### src/rtl/apr_pkg.sv
package apr_pkg;

  localparam int SAMPLES_PER_PACKET = 32;
  localparam int PACKET_SLOTS       = 8;

  // One physical slot more than the ring holds: the packet being gathered
  // always has a slot of its own, so a full ring is never overwritten.
  localparam int PHYS_SLOTS  = PACKET_SLOTS + 1;
  localparam int SLOT_W      = (PHYS_SLOTS > 1) ? $clog2(PHYS_SLOTS) : 1;
  localparam int CNT_W       = $clog2(SAMPLES_PER_PACKET + 1);
  localparam int RAM_DEPTH   = PHYS_SLOTS * SAMPLES_PER_PACKET;
  localparam int ADDR_W      = (RAM_DEPTH > 1) ? $clog2(RAM_DEPTH) : 1;

  localparam int QUEUE_DEPTH = 2;
  localparam int QPTR_W      = $clog2(QUEUE_DEPTH);

  localparam logic [1:0] FUNC_PUSH   = 2'd0;
  localparam logic [1:0] FUNC_TAKE   = 2'd1;
  localparam logic [1:0] FUNC_CANCEL = 2'd2;

  localparam logic [2:0] ST_OK        = 3'd0;
  localparam logic [2:0] ST_WORD      = 3'd1;
  localparam logic [2:0] ST_EMPTY     = 3'd2;
  localparam logic [2:0] ST_OVERFLOW  = 3'd3;
  localparam logic [2:0] ST_CANCELLED = 3'd4;

  typedef enum logic [1:0] {
    CMD_PUSH,
    CMD_TAKE,
    CMD_CANCEL,
    CMD_NOP
  } cmd_kind_t;

  typedef struct packed {
    cmd_kind_t   kind;
    logic [15:0] sample;
  } cmd_t;

  typedef struct packed {
    logic [2:0]  status;
    logic [15:0] out_sample;
    logic [31:0] seq_number;
    logic        last;
  } res_t;

endpackage

### src/rtl/apr_front.sv
module apr_front
  import apr_pkg::*;
(
  input  logic        clk,
  input  logic        rst,
  input  logic        in_valid,
  output logic        in_ready,
  input  logic [1:0]  in_func,
  input  logic [31:0] in_word,
  output logic        cmd_valid,
  output cmd_t        cmd,
  input  logic        cmd_pop
);

  cmd_t              q [QUEUE_DEPTH];
  logic [QPTR_W-1:0] wptr;
  logic [QPTR_W-1:0] rptr;
  logic [QPTR_W:0]   count;
  cmd_t              decoded;
  logic              do_push;

  // Classify the request; keep only the upper half of the sample.
  always_comb begin
    decoded.sample = in_word[31:16];
    unique case (in_func)
      FUNC_PUSH:   decoded.kind = CMD_PUSH;
      FUNC_TAKE:   decoded.kind = CMD_TAKE;
      FUNC_CANCEL: decoded.kind = CMD_CANCEL;
      default:     decoded.kind = CMD_NOP;
    endcase
  end

  assign in_ready  = (count != (QPTR_W+1)'(QUEUE_DEPTH));
  assign do_push   = in_valid && in_ready;
  assign cmd_valid = (count != '0);
  assign cmd       = q[rptr];

  always_ff @(posedge clk) begin
    if (do_push) begin
      q[wptr] <= decoded;
    end
  end

  always_ff @(posedge clk) begin
    if (rst) begin
      wptr  <= '0;
      rptr  <= '0;
      count <= '0;
    end else begin
      if (do_push) begin
        wptr <= (wptr == QPTR_W'(QUEUE_DEPTH - 1)) ? '0 : wptr + 1'b1;
      end
      if (cmd_pop) begin
        rptr <= (rptr == QPTR_W'(QUEUE_DEPTH - 1)) ? '0 : rptr + 1'b1;
      end
      if (do_push && !cmd_pop) begin
        count <= count + 1'b1;
      end else if (!do_push && cmd_pop) begin
        count <= count - 1'b1;
      end
    end
  end

endmodule

### config.mk
export PLATFORM = sky130hd
export DESIGN_NAME = apr_front
export DESIGN_NICKNAME = d
export VERILOG_FILES = /design/src/rtl/apr_pkg.sv /design/src/rtl/apr_front.sv
export SDC_FILE = /design/constraint.sdc
export NUM_CORES = 1
export LEC_CHECK = 0
export BUFFER_PORTS_ARGS = -buffer_cell sky130_fd_sc_hd__buf_4
export CAP_MARGIN = 20
export CORE_AREA = 2 2 61 63
export DETAILED_ROUTE_END_ITERATION = 8
export DIE_AREA = 0 0 63 65
export PLACE_DENSITY = 0.74
export RECOVER_POWER = 100
export SLEW_MARGIN = 20
export SYNTH_ARGS = -nofsm -noshare
export SYNTH_HDL_FRONTEND = slang
export SYNTH_SLANG_ARGS = --single-unit
### constraint.sdc
create_clock -name clk -period 1.9 [get_ports clk]
set_input_delay 0.38 -clock clk [delete_from_list [all_inputs] [get_ports clk]]
set_output_delay 0.38 -clock clk [all_outputs]
set_load 0.05 [all_outputs]
==> results <==
- TritonCTS built the clock tree.
- The achievable frequency is 551 MHz.
- The floorplan has 22 rows.
- The number of clock buffers inserted by TritonCTS is 5.
- The worst hold path terminates at wptr.
- The element type at the critical path end is an output port.
- The area of the multi-input gates is 317 um^2.
- The count of vias placed by the detailed router is 847.
- The mean instance size in the synthesized netlist is 18.7 um^2.
- The total inserted antenna cells is 0.
- For the worst setup path, the data arrival time is 1.44 ns.
- The worst register-to-register path begins at count[0].
- Prior to clock tree synthesis, the placed netlist has a worst setup slack of 0.347 ns.
- The worst path meets setup with 0.0837 ns of slack.
- The DRC violations left is 0.
- The starting utilization of the core area is 43.8%.
- In this run the worst path has a maximum fanout of 18.
- The final layout contains 170 nets.
- The synthesized netlist cell count is 82.
- The startpoint identified for the worst hold timing path is rst.
- The maximum clock path buffer count is 2.
- Port buffering added 41 buffers.
- In the detailed route, the total length drawn on met3 is 168 um.
- The worst setup path is launched from a flip-flop.
- The max capacitance violation total is 0.
- The share of the yosys chip area belonging to registers is 77.1%.
- The post-route netlist has 51.5% of its cells at a drive strength greater than 1.
- The flow ran to the end, and the final reports show no timing, DRC or antenna violations.
- The stage delay of the slowest cell on the critical path is 0.36 ns.
- The critical path goes through buf_6, mux2_2, buf_4.
- The leakage power figure is 0.760 nW.
- The routed length on met1 is 1.03 mm.
- Dividing the detail-routed wire length by the instance count gives 13.2 um.
- Routed signal wires occupy layers up through met4.
- For the worst-skew pair, the clock arrives at the later sink with an insertion delay of 0.34 ns.
- By area the synthesized netlist is led by sky130_fd_sc_hd__edfxtp_1 (71%), sky130_fd_sc_hd__mux2_2 (13%), sky130_fd_sc_hd__dfxtp_1 (6.5%).
- The cell total after placement is 172.
- Using the TritonRoute via totals, the vias-per-cell ratio works out to 4.71.
- The clock arrives with 0.00481 ns of skew.
- For this design, the sink count on the clock tree is 41.
- The critical path is of the flip-flop to output port type.
- The number of nets in the synthesized netlist is 121.
- The height of the chip is 65 um.
- The synthesized design devotes to its leading area cell type 70.5% of total area.
- For the final routed database, the setup TNS stands at 0 ns.
- Before antenna repair, the detailed router went through 4 iterations.
- The instance area after placement is 1920 um^2.
- CTS built an H-tree with a depth of 2.
- The max-slew violation total from the final report is 0.
- The distinct cell type count of the synthesized netlist is 20.
- Global routing used 12.8% of the available tracks.
- The final critical path takes up 95.6% of the cycle.
- The initial detailed-routing violation count is 23.
- Entering global routing, the biggest net connects 19 pins.
- Fill cells in the final layout number 296.
- The top-level port count is 58.
- The slowest stage of the critical path is the sky130_fd_sc_hd__mux2_2 cell.
- Across all register-to-register paths, the minimum setup slack is 0.22 ns.
- Relative to the synthesized area, the layout overhead comes to 29.6%.
- The total power is 2.38 mW.
- The actual transition at the worst max-transition pin is 0.633 ns.
- The horizontal die dimension is 63 um.
- The area inside the core boundary is 3500 um^2.
- The initial antenna violation count is 0.
- For this block, the routed nets add up to 2.37 mm of wire.
- The minimum period implied by the final worst setup slack is 1.82 ns.
- In this run the worst hold path is classified as input port to flip-flop.
- Once detail routing completed, the nets flagged for antenna violations numbered 0.
- The floorplan step defined a die boundary enclosing 4100 um^2.
- Summing all flip-flop and latch instances after layout gives 1180 um^2.
- The final hold violation count is 0.
- Excluding fillers, the count of instances in the completed layout stands at 180.
- The tightest hold margin is 0.215 ns.
- The flip-flop and latch count after synthesis is 41.
- The worst register-to-register path ends at q[0][5].
- Measured in cells, the most critical reg-to-reg path has a length of 4.
- The hold buffer count at CTS is 0.
- After clock tree synthesis, the clock-pin slew on the worst setup and hold paths is 0.11 ns.
- Setup repair after global routing left no endpoint under its margin.
- The routability-driven placement congestion ratio is 0.609.
- For the worst setup path, the data required time is 1.52 ns.
- The HPWL after detailed placement is 1.70 mm.
- The finished layout cell area is 1990 um^2.
- The via count of the first global-routing pass was 879.
- The final core area utilization is 56.8%.
- The worst max-slew margin expressed relative to the limit is 57.8%.
- The synthesized area is 1530 um^2.
- The amount of wire on met2 after detailed routing is 1.14 mm.
- The maximum VDD drop is 0.685 mV.
- Setup violations remaining at the end of the flow were counted as 0.
- The synthesis warning total is 0.
- The aggregate global routing overflow is 0.
- The root buffer selected by CTS is sky130_fd_sc_hd__clkbuf_4.
- The worst hold path was traced through 2 stages.
- The first global-routing pass estimated 3.82 mm of wire.
- The total power divided by cell area is 1200 nW/um^2.
- The cell taking the most area after synthesis is sky130_fd_sc_hd__edfxtp_1.
[sequential cells by signal, indices dropped and copies added, names as in the netlist, named ones only]
name	flops
q	36
wptr	1
count	2
rptr	1
[layout make-up]
cell class                 instances  area share (%)
clock buffer                       5            1.89
clock inverter                     3            3.27
inverter                           2           0.378
multi-input combinational         35            15.9
sequential                        41            59.4
tap                               48            3.02
timing repair buffer              46            16.1
[repair_timing]
| action | in CTS | in global routing |
|---|---|---|
| gates resized for setup | 0 | 1 |
| setup endpoints to repair | 0 | 18 |
| endpoints found under the hold margin | 0 | 0 |
| buffers inserted | 0 | 0 |
[worst max-delay path, delay by kind of cell (launching register included)]
| kind | cells | cell delay (ns) |
|---|---|---|
| muxes | 1 | 0.36 |
| buffers and inverters | 2 | 0.39 |
| DFF | 1 | 0.34 |
[report_power, final]
group | switching (mW) | leakage (nW) | internal [mW]
Combinational | 0.392 | 0.328 | 0.199
Sequential | 0.0274 | 0.378 | 1.09
Clock | 0.273 | 0.0552 | 0.407
Total | 0.692 | 0.760 | 1.69
[worst max path at each step]
stage | endpoint | start | cells after the start | slack, ns
floorplan | count[1] | count[0] | 5 | 0.33
global placement | cmd[3] | flip-flop | 3 | 0.41
detailed placement | count[1] | count[0] | 5 | 0.35
CTS | cmd[3] | flip-flop | 3 | 0.007
global route | cmd[2] | flip-flop | 3 | 0.02
finish | cmd[15] | flip-flop | 3 | 0.08
[routing by layer]
metal	track usage, %	vias up
li1	-	407
met1	14.4	403
met2	21.1	32
met3	3.82	5
met4	8.33	0
met5	0	-
[synthesized netlist by cell type]
cell type                   n
sky130_fd_sc_hd__buf_2      1
sky130_fd_sc_hd__nor2_1     3
sky130_fd_sc_hd__mux2_2    18
sky130_fd_sc_hd__or3_1      1
sky130_fd_sc_hd__nand2b_4   1
sky130_fd_sc_hd__or2_2      1
sky130_fd_sc_hd__edfxtp_1  36
sky130_fd_sc_hd__nand3b_1   1
sky130_fd_sc_hd__xnor2_1    1
sky130_fd_sc_hd__xor2_1     2
sky130_fd_sc_hd__ha_1       1
sky130_fd_sc_hd__and2_1     1
sky130_fd_sc_hd__o21ai_0    1
sky130_fd_sc_hd__a21oi_1    2
sky130_fd_sc_hd__buf_4      1
sky130_fd_sc_hd__clkbuf_1   2
sky130_fd_sc_hd__inv_1      2
sky130_fd_sc_hd__and3_1     1
sky130_fd_sc_hd__dfxtp_1    5
sky130_fd_sc_hd__a21bo_2    1
[kinds of logic (layout without fill, tap and decap cells)]
kind of cell    count (synthesis)  after routing  synth area share [%]
simple gates                    9              9                  3.76
buf+inv                         6             56                  1.80
xor+xnor                        3              3                  1.71
flops                          41             41                  77.1
compound gates                  4              4                  1.63
mux                            18             18                  13.2
fa+ha+maj                       1              1                 0.816
[placed cells by master, fill, tap and decap left out]
| cell type | synthesis | final |
|---|---|---|
| sky130_fd_sc_hd__a21bo_2 | 1 | 1 |
| sky130_fd_sc_hd__a21oi_1 | 2 | 2 |
| sky130_fd_sc_hd__and2_0 | 0 | 1 |
| sky130_fd_sc_hd__and3_1 | 1 | 1 |
| sky130_fd_sc_hd__buf_4 | 1 | 21 |
| sky130_fd_sc_hd__buf_6 | 0 | 1 |
| sky130_fd_sc_hd__bufinv_16 | 0 | 2 |
| sky130_fd_sc_hd__clkbuf_1 | 2 | 6 |
| sky130_fd_sc_hd__clkbuf_2 | 0 | 3 |
| sky130_fd_sc_hd__clkbuf_4 | 0 | 20 |
| sky130_fd_sc_hd__clkinv_2 | 0 | 1 |
| sky130_fd_sc_hd__dfxtp_1 | 5 | 5 |
| sky130_fd_sc_hd__edfxtp_1 | 36 | 36 |
| sky130_fd_sc_hd__ha_1 | 1 | 1 |
| sky130_fd_sc_hd__inv_1 | 2 | 2 |
| sky130_fd_sc_hd__mux2_2 | 18 | 18 |
| sky130_fd_sc_hd__nand2b_1 | 0 | 1 |
| sky130_fd_sc_hd__nand3b_1 | 1 | 1 |
| sky130_fd_sc_hd__nor2_1 | 3 | 3 |
| sky130_fd_sc_hd__o21ai_0 | 1 | 1 |
| sky130_fd_sc_hd__or2_2 | 1 | 1 |
| sky130_fd_sc_hd__or3_1 | 1 | 1 |
| sky130_fd_sc_hd__xnor2_1 | 1 | 1 |
| sky130_fd_sc_hd__xor2_1 | 2 | 2 |
(Power assumes the default switching activity.)
